### src/rtl/tct_pkg.sv
// Shared types and constants for the touch contact tracker.
// Depends on nothing; the tracker top level, datapath and controller import it.
package tct_pkg;

	localparam int MAX_CONTACTS_DEF = 16;

	localparam logic [2:0] PH_BEGAN      = 3'd0;
	localparam logic [2:0] PH_MOVED      = 3'd1;
	localparam logic [2:0] PH_STATIONARY = 3'd2;
	localparam logic [2:0] PH_ENDED      = 3'd3;
	localparam logic [2:0] PH_CANCELLED  = 3'd4;

	typedef enum logic [1:0] {
		OP_FRAME_START = 2'd0,
		OP_REPORT      = 2'd1,
		OP_READ        = 2'd2,
		OP_FRAME_END   = 2'd3
	} tct_op_t;

	typedef struct packed {
		logic [1:0]  operation;
		logic [31:0] contact_id;
		logic [15:0] pos_x;
		logic [15:0] pos_y;
		logic [9:0]  pressure_in;
	} tct_req_t;

	typedef struct packed {
		logic        entry_valid;
		logic [31:0] entry_id;
		logic [15:0] entry_x;
		logic [15:0] entry_y;
		logic [9:0]  entry_pressure;
		logic [2:0]  entry_phase;
		logic        dropped;
		logic        last;
	} tct_rsp_t;

	typedef struct packed {
		logic [31:0] id;
		logic [15:0] x;
		logic [15:0] y;
		logic [9:0]  pressure;
	} tct_rec_t;

	typedef enum logic [2:0] {
		WR_NONE    = 3'd0,
		WR_MARK    = 3'd1,
		WR_UPDATE  = 3'd2,
		WR_APPEND  = 3'd3,
		WR_COMPACT = 3'd4
	} tct_wr_t;

	typedef enum logic [2:0] {
		OUT_NONE   = 3'd0,
		OUT_UPDATE = 3'd1,
		OUT_APPEND = 3'd2,
		OUT_DROP   = 3'd3,
		OUT_EMPTY  = 3'd4,
		OUT_READ   = 3'd5
	} tct_out_t;

	typedef struct packed {
		logic     in_ready;
		logic     capture;
		logic     ptr_clr;
		logic     idx_inc;
		logic     cnt_inc;
		logic     cnt_load_w;
		tct_wr_t  wr;
		tct_out_t out;
	} tct_cmd_t;

	typedef struct packed {
		tct_op_t op;
		logic    cnt_zero;
		logic    idx_done;
		logic    idx_last;
		logic    full;
		logic    hit;
		logic    out_free;
	} tct_sts_t;

endpackage

### src/rtl/tct_chan_if.sv
// Valid/ready channel carrying one payload per transfer.
// Payload type is set per instance; used by the tracker top level.
interface tct_chan_if #(parameter type payload_t = logic);
	logic     valid;
	logic     ready;
	payload_t payload;

	modport source (output valid, output payload, input ready);
	modport sink   (input valid, input payload, output ready);
endinterface

### src/rtl/touch_contact_tracker.sv
// Touch contact tracker top level: channel ports, controller and datapath.
// Depends on tct_pkg, tct_chan_if, tct_controller and tct_datapath.
//
// Usage: req carries one operation per transfer (frame start, contact report,
// read table, frame end); rsp returns result items, each with last set on the
// final result of its operation. Frame start and frame end return nothing.
// req.ready is high only while the block is idle; one operation at a time.
// The table memory read is registered: search, read and frame end visit each
// entry in a read state and act on it in a compare, output or write state.
// A result sits in an output register; while rsp.ready is low the walk holds
// on the pending entry and resumes once the register is taken.
// Reset clears the contact count and the output valid flag; table contents
// need no clearing and are never read before being written.
module touch_contact_tracker import tct_pkg::*; #(
	parameter int MAX_CONTACTS = MAX_CONTACTS_DEF
) (
	input  logic        clk,
	input  logic        arst_n,
	tct_chan_if.sink    req,
	tct_chan_if.source  rsp
);

	tct_cmd_t cmd;
	tct_sts_t sts;
	tct_req_t req_payload;
	tct_rsp_t rsp_payload;
	logic     rsp_valid;

	assign req_payload = req.payload;
	assign req.ready   = cmd.in_ready;
	assign rsp.valid   = rsp_valid;
	assign rsp.payload = rsp_payload;

	tct_controller u_ctrl (
		.clk       (clk),
		.arst_n    (arst_n),
		.req_valid (req.valid),
		.sts       (sts),
		.cmd       (cmd)
	);

	tct_datapath #(
		.MAX_CONTACTS (MAX_CONTACTS)
	) u_dp (
		.clk         (clk),
		.arst_n      (arst_n),
		.cmd         (cmd),
		.sts         (sts),
		.req_payload (req_payload),
		.rsp_ready   (rsp.ready),
		.rsp_valid   (rsp_valid),
		.rsp_payload (rsp_payload)
	);

endmodule

### src/rtl/tct_datapath.sv
// Contact table storage, walk counters and result register.
// Depends on tct_pkg; driven by tct_controller commands.
module tct_datapath import tct_pkg::*; #(
	parameter int MAX_CONTACTS = MAX_CONTACTS_DEF
) (
	input  logic     clk,
	input  logic     arst_n,
	input  tct_cmd_t cmd,
	output tct_sts_t sts,
	input  tct_req_t req_payload,
	input  logic     rsp_ready,
	output logic     rsp_valid,
	output tct_rsp_t rsp_payload
);

	localparam int CW = $clog2(MAX_CONTACTS + 1);
	localparam int AW = (MAX_CONTACTS > 1) ? $clog2(MAX_CONTACTS) : 1;

	tct_req_t   req_q;
	logic [CW-1:0] idx_q;
	logic [CW-1:0] w_q;
	logic [CW-1:0] cnt_q;

	tct_rec_t   rec_mem [MAX_CONTACTS];
	logic [2:0] ph_mem  [MAX_CONTACTS];
	tct_rec_t   rd_rec_q;
	logic [2:0] rd_ph_q;

	logic       out_valid_q;
	tct_rsp_t   out_q;

	logic       moved;
	logic       keep;
	logic       wr_rec_en;
	logic       wr_ph_en;
	logic [AW-1:0] wr_addr;
	tct_rec_t   wr_rec;
	logic [2:0] wr_ph;
	tct_rsp_t   out_d;
	logic [CW:0] idx_next;

	assign moved    = (rd_rec_q.x != req_q.pos_x) || (rd_rec_q.y != req_q.pos_y);
	assign keep     = (rd_ph_q != PH_ENDED) && (rd_ph_q != PH_CANCELLED);
	assign idx_next = {1'b0, idx_q} + {{CW{1'b0}}, 1'b1};

	assign sts.op       = tct_op_t'(req_q.operation);
	assign sts.cnt_zero = (cnt_q == '0);
	assign sts.idx_done = (idx_q == cnt_q);
	assign sts.idx_last = (idx_next == {1'b0, cnt_q});
	assign sts.full     = (cnt_q == CW'(MAX_CONTACTS));
	assign sts.hit      = (rd_rec_q.id == req_q.contact_id);
	assign sts.out_free = !out_valid_q || rsp_ready;

	always_ff @(posedge clk) begin
		if (cmd.capture) begin
			req_q <= req_payload;
		end
	end

	always_comb begin
		wr_rec_en = 1'b0;
		wr_ph_en  = 1'b0;
		wr_addr   = idx_q[AW-1:0];
		wr_rec    = rd_rec_q;
		wr_ph     = PH_BEGAN;
		case (cmd.wr)
			WR_MARK: begin
				wr_ph_en = 1'b1;
				wr_ph    = PH_ENDED;
			end
			WR_UPDATE: begin
				wr_rec_en = 1'b1;
				wr_ph_en  = 1'b1;
				if (moved) begin
					wr_rec.x = req_q.pos_x;
					wr_rec.y = req_q.pos_y;
					wr_ph    = PH_MOVED;
				end else begin
					wr_ph = PH_STATIONARY;
				end
			end
			WR_APPEND: begin
				wr_rec_en = 1'b1;
				wr_ph_en  = 1'b1;
				wr_addr   = cnt_q[AW-1:0];
				wr_rec    = '{id: req_q.contact_id, x: req_q.pos_x, y: req_q.pos_y,
					pressure: req_q.pressure_in};
				wr_ph     = PH_BEGAN;
			end
			WR_COMPACT: begin
				// move a surviving entry down to the write pointer
				wr_rec_en = keep;
				wr_ph_en  = keep;
				wr_addr   = w_q[AW-1:0];
				wr_ph     = (rd_ph_q == PH_BEGAN) ? PH_BEGAN : PH_STATIONARY;
			end
			default: begin
				wr_rec_en = 1'b0;
			end
		endcase
	end

	always_ff @(posedge clk) begin
		if (wr_rec_en) begin
			rec_mem[wr_addr] <= wr_rec;
		end
		if (wr_ph_en) begin
			ph_mem[wr_addr] <= wr_ph;
		end
		rd_rec_q <= rec_mem[idx_q[AW-1:0]];
		rd_ph_q  <= ph_mem[idx_q[AW-1:0]];
	end

	always_ff @(posedge clk or negedge arst_n) begin
		if (!arst_n) begin
			idx_q <= '0;
			w_q   <= '0;
			cnt_q <= '0;
		end else begin
			if (cmd.ptr_clr) begin
				idx_q <= '0;
				w_q   <= '0;
			end else begin
				if (cmd.idx_inc) begin
					idx_q <= idx_next[CW-1:0];
				end
				if (cmd.wr == WR_COMPACT && keep) begin
					w_q <= w_q + {{(CW-1){1'b0}}, 1'b1};
				end
			end
			if (cmd.cnt_inc) begin
				cnt_q <= cnt_q + {{(CW-1){1'b0}}, 1'b1};
			end else if (cmd.cnt_load_w) begin
				cnt_q <= w_q;
			end
		end
	end

	always_comb begin
		out_d = '{entry_valid: 1'b1, entry_id: rd_rec_q.id, entry_x: rd_rec_q.x,
			entry_y: rd_rec_q.y, entry_pressure: rd_rec_q.pressure,
			entry_phase: rd_ph_q, dropped: 1'b0, last: 1'b1};
		case (cmd.out)
			OUT_UPDATE: begin
				out_d.entry_x     = wr_rec.x;
				out_d.entry_y     = wr_rec.y;
				out_d.entry_phase = wr_ph;
			end
			OUT_APPEND, OUT_DROP: begin
				out_d.entry_id       = req_q.contact_id;
				out_d.entry_x        = req_q.pos_x;
				out_d.entry_y        = req_q.pos_y;
				out_d.entry_pressure = req_q.pressure_in;
				out_d.entry_phase    = PH_BEGAN;
				out_d.dropped        = (cmd.out == OUT_DROP);
			end
			OUT_EMPTY: begin
				out_d      = '0;
				out_d.last = 1'b1;
			end
			OUT_READ: begin
				out_d.last = sts.idx_last;
			end
			default: begin
				out_d.last = 1'b1;
			end
		endcase
	end

	always_ff @(posedge clk or negedge arst_n) begin
		if (!arst_n) begin
			out_valid_q <= 1'b0;
		end else if (cmd.out != OUT_NONE) begin
			out_valid_q <= 1'b1;
		end else if (rsp_ready) begin
			out_valid_q <= 1'b0;
		end
	end

	always_ff @(posedge clk) begin
		if (cmd.out != OUT_NONE) begin
			out_q <= out_d;
		end
	end

	assign rsp_valid   = out_valid_q;
	assign rsp_payload = out_q;

endmodule

### src/rtl/tct_controller.sv
// Sequencer for the contact tracker: decodes one operation and walks the table.
// Depends on tct_pkg; commands tct_datapath and reads its status.
module tct_controller import tct_pkg::*; (
	input  logic     clk,
	input  logic     arst_n,
	input  logic     req_valid,
	input  tct_sts_t sts,
	output tct_cmd_t cmd
);

	typedef enum logic [10:0] {
		S_IDLE     = 11'b000_0000_0001,
		S_DECODE   = 11'b000_0000_0010,
		S_MARK     = 11'b000_0000_0100,
		S_SRCH_RD  = 11'b000_0000_1000,
		S_SRCH_CMP = 11'b000_0001_0000,
		S_APPEND   = 11'b000_0010_0000,
		S_READ_RD  = 11'b000_0100_0000,
		S_READ_OUT = 11'b000_1000_0000,
		S_EMPTY    = 11'b001_0000_0000,
		S_CMP_RD   = 11'b010_0000_0000,
		S_CMP_WR   = 11'b100_0000_0000
	} tct_state_t;

	tct_state_t state_q;
	tct_state_t state_d;

	always_ff @(posedge clk or negedge arst_n) begin
		if (!arst_n) begin
			state_q <= S_IDLE;
		end else begin
			state_q <= state_d;
		end
	end

	always_comb begin
		state_d = state_q;
		cmd     = '{in_ready: 1'b0, capture: 1'b0, ptr_clr: 1'b0, idx_inc: 1'b0,
			cnt_inc: 1'b0, cnt_load_w: 1'b0, wr: WR_NONE, out: OUT_NONE};
		case (state_q)
			S_IDLE: begin
				cmd.in_ready = 1'b1;
				if (req_valid) begin
					cmd.capture = 1'b1;
					cmd.ptr_clr = 1'b1;
					state_d     = S_DECODE;
				end
			end
			S_DECODE: begin
				case (sts.op)
					OP_FRAME_START: state_d = S_MARK;
					OP_REPORT:      state_d = sts.cnt_zero ? S_APPEND : S_SRCH_RD;
					OP_READ:        state_d = sts.cnt_zero ? S_EMPTY : S_READ_RD;
					OP_FRAME_END:   state_d = S_CMP_RD;
					default:        state_d = S_IDLE;
				endcase
			end
			S_MARK: begin
				if (sts.idx_done) begin
					state_d = S_IDLE;
				end else begin
					cmd.wr      = WR_MARK;
					cmd.idx_inc = 1'b1;
				end
			end
			S_SRCH_RD: begin
				state_d = S_SRCH_CMP;
			end
			S_SRCH_CMP: begin
				if (sts.hit) begin
					// hold the read address until the result register frees up
					if (sts.out_free) begin
						cmd.wr  = WR_UPDATE;
						cmd.out = OUT_UPDATE;
						state_d = S_IDLE;
					end
				end else if (sts.idx_last) begin
					state_d = S_APPEND;
				end else begin
					cmd.idx_inc = 1'b1;
					state_d     = S_SRCH_RD;
				end
			end
			S_APPEND: begin
				if (sts.out_free) begin
					if (sts.full) begin
						cmd.out = OUT_DROP;
					end else begin
						cmd.wr      = WR_APPEND;
						cmd.cnt_inc = 1'b1;
						cmd.out     = OUT_APPEND;
					end
					state_d = S_IDLE;
				end
			end
			S_READ_RD: begin
				state_d = S_READ_OUT;
			end
			S_READ_OUT: begin
				if (sts.out_free) begin
					cmd.out = OUT_READ;
					if (sts.idx_last) begin
						state_d = S_IDLE;
					end else begin
						cmd.idx_inc = 1'b1;
						state_d     = S_READ_RD;
					end
				end
			end
			S_EMPTY: begin
				if (sts.out_free) begin
					cmd.out = OUT_EMPTY;
					state_d = S_IDLE;
				end
			end
			S_CMP_RD: begin
				if (sts.idx_done) begin
					cmd.cnt_load_w = 1'b1;
					state_d        = S_IDLE;
				end else begin
					state_d = S_CMP_WR;
				end
			end
			S_CMP_WR: begin
				cmd.wr      = WR_COMPACT;
				cmd.idx_inc = 1'b1;
				state_d     = S_CMP_RD;
			end
			default: begin
				state_d = S_IDLE;
			end
		endcase
	end

endmodule
### src/flat_wrapper.sv
// flat-port wrapper written by rule: the top's interface ports become plain ports
module touch_contact_tracker_flat import tct_pkg::*;
#(
	parameter int MAX_CONTACTS = MAX_CONTACTS_DEF
)
  (clk, arst_n, req_valid, req_payload, req_ready, rsp_valid, rsp_payload, rsp_ready);
  tct_chan_if req_i ();
  tct_chan_if rsp_i ();
  input  logic clk;
  input  logic arst_n;
  input wire logic [$bits(req_i.valid)-1:0] req_valid;
  input wire logic [$bits(req_i.payload)-1:0] req_payload;
  output wire logic [$bits(req_i.ready)-1:0] req_ready;
  output wire logic [$bits(rsp_i.valid)-1:0] rsp_valid;
  output wire logic [$bits(rsp_i.payload)-1:0] rsp_payload;
  input wire logic [$bits(rsp_i.ready)-1:0] rsp_ready;
  assign req_i.valid = req_valid;
  assign req_i.payload = req_payload;
  assign req_ready = req_i.ready;
  assign rsp_valid = rsp_i.valid;
  assign rsp_payload = rsp_i.payload;
  assign rsp_i.ready = rsp_ready;
  touch_contact_tracker #(.MAX_CONTACTS(MAX_CONTACTS)) u_core (.clk(clk), .arst_n(arst_n), .req(req_i), .rsp(rsp_i));
endmodule
### config.mk
export PLATFORM = sky130hd
export DESIGN_NAME = touch_contact_tracker_flat
export DESIGN_NICKNAME = d
export VERILOG_FILES = /design/src/rtl/tct_pkg.sv /design/src/rtl/tct_chan_if.sv /design/src/rtl/touch_contact_tracker.sv /design/src/rtl/tct_datapath.sv /design/src/rtl/tct_controller.sv /design/src/flat_wrapper.sv
export SDC_FILE = /design/constraint.sdc
export NUM_CORES = 1
export LEC_CHECK = 0
export BUFFER_PORTS_ARGS = -buffer_cell sky130_fd_sc_hd__buf_2
export CORE_MARGIN = 3
export CORE_UTILIZATION = 45
export CTS_CLUSTER_DIAMETER = 60
export DETAILED_ROUTE_END_ITERATION = 8
export PLACE_DENSITY = 0.63
export RECOVER_POWER = 50
export REMOVE_ABC_BUFFERS = 1
export SLEW_MARGIN = 20
export SYNTH_ARGS = -nofsm -noshare
export SYNTH_HDL_FRONTEND = slang
export SYNTH_HIERARCHICAL = 1
export SYNTH_SLANG_ARGS = --single-unit
### constraint.sdc
create_clock -name clk -period 6.8 [get_ports clk]
set_clock_uncertainty 0.05 [all_clocks]
set_input_delay 0.34 -clock clk [delete_from_list [all_inputs] [get_ports clk]]
set_output_delay 0.34 -clock clk [all_outputs]
set_load 0.005 [all_outputs]
==> results.json, run 1 <==
{
  "fin_crit_ns": 5.953,
  "cts_max_path_buffers": 3,
  "crit_type": "register to register",
  "drive_gt1_share_pct": 26.04,
  "clock-sinks": 1216,
  "cts_resized": 0,
  "ant_nets": 0,
  "fin_ws_ns": 0.8471,
  "p_switching_mw": 3.575,
  "crit_family": "simple AND/OR/NAND/NOR gates",
  "nFillCells": 7818,
  "run_status": "finished with violations",
  "r2r.worst_path.cells": 12,
  "final_cell_area_sq_um": 52940,
  "insertion_delay_ns": 0.69,
  "slowest_delay_ns": 1.05,
  "die_h_microns": 328.8,
  "violations": "max-capacitance violations, max-slew violations",
  "antenna_found_initial": 0,
  "worstPathMaxFanout": 16,
  "dp_slack_ns": 1.193,
  "clock_power_share_pct": 39.5,
  "drv_cap": 4,
  "ir_drop_uv": 218.5,
  "syn_area_per_cell_sq_um": 22.54,
  "num_rows": 117,
  "p_per_area_nw_per_um2": 303.5,
  "grt_max_degree": 106,
  "drt_first_pass_iters": 5,
  "hold_path.class": "input pin to register",
  "rrSetupSlack_ns": 0.85,
  "fin_crit_sh_pct": 87.54,
  "max_clock_freq_mhz": 168.0,
  "drv_slew": 170,
  "p_leak_nw": 11.98,
  "hold_end": "u_core/u_dp/rsp_valid",
  "ctsHtreeMaxLevel": 3,
  "crit_slowest_cell": "a31oi_1",
  "first_iter_violations": 2189,
  "nets": 2220,
  "wirelength_microns": 94310,
  "rr_startpoint": "u_core/u_dp/req_q[66]",
  "grt_overflow": 0,
  "p_int_mw": 12.49,
  "setup_violations": 0,
  "hpwl_microns": 45250,
  "route.vias.total": 20930,
  "cp-end-kind": "register",
  "postCtsSetupRepairBufs": 0,
  "switching_share_pct": 22.25,
  "total_power_mw": 16.07,
  "arrival_ns": 6.30,
  "cts_tree": "built",
  "crit_path_start_kind": "register",
  "reg2reg_to": "u_core/u_dp/rec_mem[1][12]",
  "post_dp_cell_area_sq_um": 49280,
  "power_frac_comb_pct": 8.4,
  "grt_pass1_wl_microns": 142200,
  "synth_warnings": 6,
  "dieWidth_microns": 328.8,
  "pwr-share-seq_pct": 52.1,
  "core_area_sq_um": 102600,
  "max_slew_margin_pct": -134.8,
  "fin_hold_ws_ns": 0.1029,
  "rsz0062_at_grt": "no",
  "hold_start": "rsp_ready",
  "syn2layout_area_growth_pct": 12.93,
  "cts_inserted_buffers": 115,
  "holdPathStages": 3,
  "gp_congestion": 0.7469,
  "grt_pass1_vias": 21960,
  "final_hold_viol_count": 0,
  "cp_num_buf_inv": 3,
  "pin_count": 8,
  "crit_required_ns": 7.14,
  "start_util_pct": 45.68,
  "cts_root_buf": "clkbuf_16",
  "tightest_slew_ns": 3.522,
  "vias_per_cell": 5.687,
  "grt_use_total_pct": 17.80,
  "path_clk_slew_ns": 0.06,
  "hold_buffers": 2,
  "tns_ns": 0,
  "syn_area_sq_um": 46880,
  "path_cells": "xor2_1, nor4_1, nand4_1, nor2_1, nand4_1, a21oi_1, clkbuf_1, nand2b_1, a31oi_1, buf_16, clkbuf_1, mux2_4",
  "wl_per_cell_microns": 25.63,
  "synthCells": 2080,
  "dieArea_sq_um": 108100,
  "drc_errors": 0,
  "port_buffers": 6,
  "n_antenna_cell": 0
}
## cells in the final DEF, fill, tap and decap left out, types with 5 or more instances in the layout
master      count
edfxtp_1     1123
nor3b_1         6
mux2i_1         5
nor4_1         12
nor2_4         16
a21oi_1         7
clkbuf_1       37
nor2_1         49
inv_1          12
clkbuf_8        8
clkinv_1       14
nand2_1        23
nor2b_1        14
nor3_1          6
nand2b_1        7
clkinvlp_4      5
conb_1         66
o21ai_0        20
clkbuf_16     116
xor2_1         44
mux2_1         55
bufinv_16      12
xnor2_1        39
dfxtp_1        66
buf_4          18
mux2_4          9
nand4_1        18
nand3_1        10
dfrtp_1        23
clkinv_2       27
buf_12         28
mux4_2        330
## worst max path at each step
stage | startpoint | to | depth (start not counted)
global placement | u_core/u_dp/req_q[66] | u_core/u_dp/rec_mem[10][19] | 14
floorplan | u_core/u_dp/idx_q[0] | u_core/u_dp/rec_mem[12][10] | 10
detailed placement | u_core/u_dp/req_q[66] | u_core/u_dp/rec_mem[10][19] | 14
finish | u_core/u_dp/req_q[66] | u_core/u_dp/rec_mem[1][12] | 12
global route | u_core/u_dp/req_q[68] | u_core/u_dp/rec_mem[5][12] | 12
CTS | u_core/u_dp/req_q[66] | u_core/u_dp/rec_mem[10][37] | 14
## power by group through the flow
stage | logic, mW | clock network (mW) | registers (mW)
3_3_place_gp | 1.40 | 0 | 8.53
3_5_place_dp | 1.40 | 0 | 8.54
6_report | 1.34 | 6.34 | 8.38
2_1_floorplan | 0.732 | 0 | 8.71
4_1_cts | 1.40 | 6.49 | 8.38
5_1_grt | 1.48 | 6.80 | 8.40
## worst min-delay path, cell delays in order
cell	delay, ns
buf_2	0.07
nand2b_1	0.30
nand2b_1	0.09
## flip-flops by register name (all words and copies together) (netlist names), 2 cells and up
name                   cells
u_core/u_dp/ph_mem        32
u_core/u_dp/req_q         64
u_core/u_dp/idx_q          5
u_core/u_dp/cnt_q          5
u_core/u_dp/rd_rec_q      64
u_core/u_dp/sts            2
u_core/u_dp/w_q            5
u_core/u_dp/rd_ph_q        2
u_core/u_ctrl/state_q     11
u_core/u_dp/rec_mem     1024
## cell type report
cell class                 count  area, sq um  share of cell area, %
clock inverter                64        660.6                  1.248
multi-input combinational    802        10850                  20.49
sequential                  1216        35730                  67.50
inverter                      13        53.80                 0.1016
timing repair buffer          63        804.5                  1.520
tap                         1368         1712                  3.233
clock buffer                 154         3126                  5.904
## through the flow
step                instances  utilization [%]
finish                   3680            51.59
global placement         3459            48.00
global route             3680            51.59
CTS                      3680            51.73
detailed placement       3460            48.03
floorplan                2031                -
## per-layer routing
layer / wire, microns / vias to the layer above / GRT usage, %
met4: 1609 / 0 / 3.941
met5: 0 / - / 0
met1: 40420 / 11310 / 25.19
met2: 46700 / 595 / 29.19
li1: - / 8893 / -
met3: 5585 / 130 / 3.128
Note: power is estimated with default switching activity, not from simulation.
==> inputs of run 2 (changes only) <==
Settings changed: CORE_UTILIZATION 45 to 40, PLACE_DENSITY 0.63 to 0.57.
==> run 2 against run 1 <==
The run still ends with max-capacitance violations, max-slew violations left. Clock-buffer cell count increased by 28. Global-route usage down 1.6 points. Non-clock buffer count down 9. Maximum frequency up 2.9%. Worst hold slack improved by 0.0052 ns. Critical endpoint is now u_core/u_dp/rd_rec_q[47]. Largest cell class unchanged. Highest routed layer unchanged.
==> results.json, run 2 (synthesis gave the netlist of run 1 again) <==
{
  "clock-sinks": 1216,
  "dieWidth_microns": 348.3,
  "cp_common_cell": "mux4_2",
  "drt_first_pass_iters": 5,
  "power_frac_comb_pct": 8.6,
  "route.met3.wl_microns": 4242,
  "slowest_delay_ns": 2.75,
  "postCtsSetupRepairBufs": 0,
  "final_cell_mix": "edfxtp_1, mux4_2, clkbuf_16, dfxtp_1, conb_1",
  "gp_congestion": 0.7364,
  "grt_pass1_wl_microns": 145400,
  "hpwl_microns": 45450,
  "hold_buffers": 2,
  "grt_use_total_pct": 16.16,
  "crit_path_start_kind": "register",
  "cts_max_path_buffers": 3,
  "grt_pass1_vias": 21790,
  "fin_hold_ws_ns": 0.1080,
  "cts_resized": 0,
  "crit_slowest_cell": "clkbuf_1",
  "crit_required_ns": 7.31,
  "vias_per_cell": 5.464,
  "drv_cap": 4,
  "p_per_area_nw_per_um2": 302.6,
  "clock_power_share_pct": 39.1,
  "final_cell_area_sq_um": 52880,
  "largest_reg_flops": 1024,
  "final_hold_viol_count": 0,
  "ir_drop_uv": 223.4,
  "regMostFlops": "u_core/u_dp/rec_mem",
  "worstPathMaxFanout": 56,
  "seq_area_sq_um": 35730,
  "grt_overflow": 0,
  "rr_startpoint": "u_core/u_dp/idx_q[1]",
  "highest_layer": "met4",
  "pin_count": 8,
  "p_switching_mw": 3.630,
  "r2r.worst_path.cells": 4,
  "path_clk_slew_ns": 0.06,
  "post_dp_cell_area_sq_um": 49260,
  "setup_violations": 0,
  "fin_crit_sh_pct": 85.11,
  "max_clock_freq_mhz": 172.8,
  "max_slew_margin_pct": -155.5,
  "multi_input_area_sq_um": 10870,
  "nFillCells": 9474,
  "grt_max_degree": 65,
  "cts_root_buf": "clkbuf_16",
  "hold_end": "u_core/u_dp/rsp_valid",
  "tns_ns": 0,
  "ant_nets": 0,
  "rsz0062_at_grt": "no",
  "p_leak_nw": 11.86,
  "core_area_sq_um": 115300,
  "holdPathStages": 3,
  "wl_per_cell_microns": 25.39,
  "path_cells": "buf_4, clkbuf_1, mux4_2, mux4_2",
  "rrSetupSlack_ns": 1.01,
  "cts_inserted_buffers": 118,
  "final_core_util_pct": 45.87,
  "route.vias.total": 20860,
  "num_rows": 124,
  "antenna_found_initial": 0,
  "reg2reg_to": "u_core/u_dp/rd_rec_q[47]",
  "cts_tree": "built",
  "reg_top3": "u_core/u_dp/rec_mem: 1024 flops, u_core/u_dp/rd_rec_q: 64 flops, u_core/u_dp/req_q: 64 flops",
  "syn2layout_area_growth_pct": 12.80,
  "hold_path.class": "input pin to register",
  "met1_length_microns": 44570,
  "tightest_slew_ns": 3.832,
  "drive_gt1_share_pct": 25.07,
  "crit_type": "register to register",
  "switching_share_pct": 22.68,
  "start_util_pct": 40.66,
  "port_buffers": 6,
  "violations": "max-capacitance violations, max-slew violations",
  "run_status": "finished with violations",
  "arrival_ns": 6.30,
  "n_antenna_cell": 0,
  "hold_start": "rsp_ready",
  "nets": 2214,
  "met2_length_microns": 46200,
  "fin_crit_ns": 5.787,
  "first_iter_violations": 1831,
  "insertion_delay_ns": 0.70,
  "layout_commonest_cell": "edfxtp_1",
  "die_h_microns": 348.3,
  "wirelength_microns": 96930,
  "drv_slew": 173,
  "pwr-share-seq_pct": 52.3,
  "p_int_mw": 12.37,
  "dieArea_sq_um": 121300,
  "ctsHtreeMaxLevel": 3,
  "drc_errors": 0,
  "cp-end-kind": "register"
}
-- run 2: cell count changes in the layout (fill, tap and decap cells not counted), moves of 5 or more --
cell and delta:
clkbuf_1 +18, clkbuf_8 +9, buf_12 -11, clkinv_2 -14, bufinv_16 -9, clkinvlp_4 -5
-- run 2: worst max-delay path by stage --
stage / startpoint / end / slack [ns]
3_3_place_gp: u_core/u_dp/req_q[66] / u_core/u_dp/rec_mem[14][57] / 1.31
6_report: u_core/u_dp/idx_q[1] / u_core/u_dp/rd_rec_q[47] / 1.01
3_5_place_dp: u_core/u_dp/req_q[66] / u_core/u_dp/rec_mem[14][51] / 1.27
5_1_grt: u_core/u_dp/req_q[48] / u_core/u_dp/rec_mem[3][23] / 0.69
4_1_cts: u_core/u_dp/req_q[66] / u_core/u_dp/rec_mem[14][19] / 1.23
2_1_floorplan: u_core/u_dp/idx_q[0] / u_core/u_dp/rec_mem[12][10] / -8.88
-- run 2: worst max-delay path: cells and delay by family (launching register included) --
family                 cells  cell delay (ns)
DFF                        1             0.90
buffers and inverters      2             3.56
muxes                      2             1.04
-- run 2: final cells by class --
type | instances | share of cell area (%)
Sequential cell | 1216 | 67.58
Multi-Input combinational cell | 802 | 20.55
Clock buffer | 182 | 6.441
Tap cell | 1512 | 3.578
Timing Repair Buffer | 54 | 1.096
Clock inverter | 39 | 0.6578
Inverter | 13 | 0.1017
-- run 2: power groups by stage --
stage | Combinational (mW) | Sequential [mW] | Clock [mW]
2_1_floorplan | 0.732 | 8.71 | 0
3_3_place_gp | 1.43 | 8.52 | 0
3_5_place_dp | 1.43 | 8.52 | 0
4_1_cts | 1.43 | 8.36 | 6.43
5_1_grt | 1.52 | 8.39 | 6.72
6_report | 1.38 | 8.37 | 6.26
-- run 2: per-stage QoR --
stage,cells,total power [mW],worst slack (ns)
2_1_floorplan,2031,9.441,-8.883
3_3_place_gp,3595,9.941,1.314
6_report,3818,16.00,1.013
4_1_cts,3818,16.23,1.232
5_1_grt,3818,16.62,0.6922
3_5_place_dp,3595,9.956,1.268
-- run 2: layer usage --
layer | vias to the layer above | GRT usage, %
met4 | 0 | 3.736
met5 | - | 0
met3 | 146 | 2.567
met2 | 447 | 25.70
met1 | 11370 | 23.66
li1 | 8896 | -
==> inputs of run 3 (changes only) <==
Settings changed: CTS_BUF_LIST set to sky130_fd_sc_hd__clkbuf_8, SLEW_MARGIN 20 to unset.
==> run 3 against run 2 <==
The run still ends with max-capacitance violations, max-slew violations left. Combinational power is essentially flat. Clock power down 9.4%. First-iteration DRC count down 0.60%. Clock-buffer cell count increased by 23. Maximum frequency decreased by 1.8%. Die area unchanged. Via count rose by 1.4%. Critical endpoint is now u_core/u_dp/rec_mem[3][72].
==> results.json, run 3 (synthesis gave the netlist of run 1 again) <==
{
  "run_status": "finished with violations",
  "violations": "max-capacitance violations, max-slew violations",
  "setup_violations": 0,
  "cts_resized": 0,
  "hold_end": "u_core/u_ctrl/state_q[1]",
  "p_per_area_nw_per_um2": 292.2,
  "tns_ns": 0,
  "post_dp_cell_area_sq_um": 49260,
  "layout_commonest_cell": "edfxtp_1",
  "dieArea_sq_um": 121300,
  "ctsHtreeMaxLevel": 4,
  "pin_count": 8,
  "first_iter_violations": 1820,
  "regMostFlops": "u_core/u_dp/rec_mem",
  "num_rows": 124,
  "drv_cap": 4,
  "crit_type": "register to register",
  "ant_nets": 0,
  "reg_top3": "u_core/u_dp/rec_mem: 1024 flops, u_core/u_dp/rd_rec_q: 64 flops, u_core/u_dp/req_q: 64 flops",
  "die_h_microns": 348.3,
  "clock-sinks": 1216,
  "grt_use_total_pct": 16.48,
  "wirelength_microns": 98120,
  "drt_first_pass_iters": 5,
  "hpwl_microns": 45450,
  "crit_path_start_kind": "register",
  "dp_slack_ns": 1.268,
  "holdPathStages": 3,
  "hold_buffers": 5,
  "start_util_pct": 40.66,
  "reg2reg_to": "u_core/u_dp/rec_mem[3][72]",
  "r2r.worst_path.cells": 11,
  "final_cell_area_sq_um": 52740,
  "route.vias.total": 21160,
  "p_leak_nw": 12.22,
  "drive_gt1_share_pct": 26.78,
  "drc_errors": 0,
  "grt_max_degree": 65,
  "gp_congestion": 0.7364,
  "insertion_delay_ns": 0.85,
  "tightest_slew_ns": 3.753,
  "rsz0062_at_grt": "no",
  "cts_tree": "built",
  "ir_drop_uv": 192.1,
  "rr_startpoint": "u_core/u_dp/req_q[72]",
  "grt_overflow": 0,
  "cts_inserted_buffers": 190,
  "arrival_ns": 6.32,
  "grt_pass1_vias": 22530,
  "drv_slew": 171,
  "worstPathMaxFanout": 32,
  "port_buffers": 6,
  "wl_per_cell_microns": 24.81,
  "max_clock_freq_mhz": 169.7,
  "grt_pass1_wl_microns": 147400,
  "syn2layout_area_growth_pct": 12.51,
  "hold_path.class": "input pin to register",
  "cp-end-kind": "register",
  "largest_reg_flops": 1024,
  "cts_max_path_buffers": 3,
  "path_clk_slew_ns": 0.06,
  "nets": 2289,
  "crit_required_ns": 7.23,
  "fin_crit_ns": 5.892,
  "postCtsSetupRepairBufs": 0,
  "vias_per_cell": 5.350,
  "fin_ws_ns": 0.9082,
  "final_core_util_pct": 45.75,
  "rrSetupSlack_ns": 0.91,
  "dieWidth_microns": 348.3,
  "final_hold_viol_count": 0,
  "fin_crit_sh_pct": 86.64,
  "cts_root_buf": "clkbuf_8",
  "core_area_sq_um": 115300,
  "hold_start": "req_valid",
  "max_slew_margin_pct": -150.2,
  "antenna_found_initial": 1,
  "final_cell_mix": "edfxtp_1, mux4_2, clkbuf_8, inv_1"
}
## run 3: worst max path at each step
stage	start	endpoint	slack (ns)	cells past startpoint
2_1_floorplan	u_core/u_dp/idx_q[0]	u_core/u_dp/rec_mem[12][10]	-8.88	10
3_3_place_gp	u_core/u_dp/req_q[66]	u_core/u_dp/rec_mem[14][57]	1.31	13
3_5_place_dp	u_core/u_dp/req_q[66]	u_core/u_dp/rec_mem[14][51]	1.27	13
4_1_cts	u_core/u_dp/req_q[72]	u_core/u_dp/rec_mem[14][66]	1.22	13
5_1_grt	u_core/u_dp/idx_q[0]	u_core/u_dp/rd_rec_q[57]	0.49	4
6_report	u_core/u_dp/req_q[72]	u_core/u_dp/rec_mem[3][72]	0.91	11
## run 3: critical path, cell delays in order (launching register included)
cell	delay, ns
edfxtp_1	0.40
xor2_1	0.17
nor4_1	1.07
nand4_1	0.16
nor2_1	0.68
nand4_1	0.24
a21oi_1	0.40
clkbuf_1	0.32
nor2b_1	0.25
nand2_2	0.07
clkbuf_2	0.77
mux2_1	0.83
## run 3: layer usage
metal  vias up  track usage (%)  share of wire [%]  wire length, microns
met1     11440            23.75                 45                 44640
met3       136            3.041                4.6                  4499
met5         -                0                  0                     0
met4         0            4.482                1.6                  1588
li1       9078                -                  -                     -
met2       510            25.99                 48                 47390
## run 3: metrics by stage
stage          total power [mW]  std cells  hold WS (ns)
4_1_cts                   15.66       3954        0.1330
2_1_floorplan             9.441       2031     -0.005591
5_1_grt                   16.11       3955        0.2072
6_report                  15.41       3955        0.2525
3_5_place_dp              9.956       3595        0.3566
3_3_place_gp              9.941       3595        0.3369
## run 3: layout make-up
cell class	instances	area [sq um]
inverters	13	53.80
fillers	9556	62540
clock inverters	149	744.5
multi-input cells	802	10880
clock buffers	205	2821
well taps	1512	1892
repair buffers	57	611.8
flip-flops and latches	1216	35730
diodes	1	2.502
## run 3: where the power goes
part | switching (mW) | leakage (nW) | total (mW) | internal, mW
clock network | 2.80 | 2.15 | 5.67 | 2.88
logic | 0.785 | 2.59 | 1.37 | 0.584
registers | 0.138 | 7.48 | 8.37 | 8.23
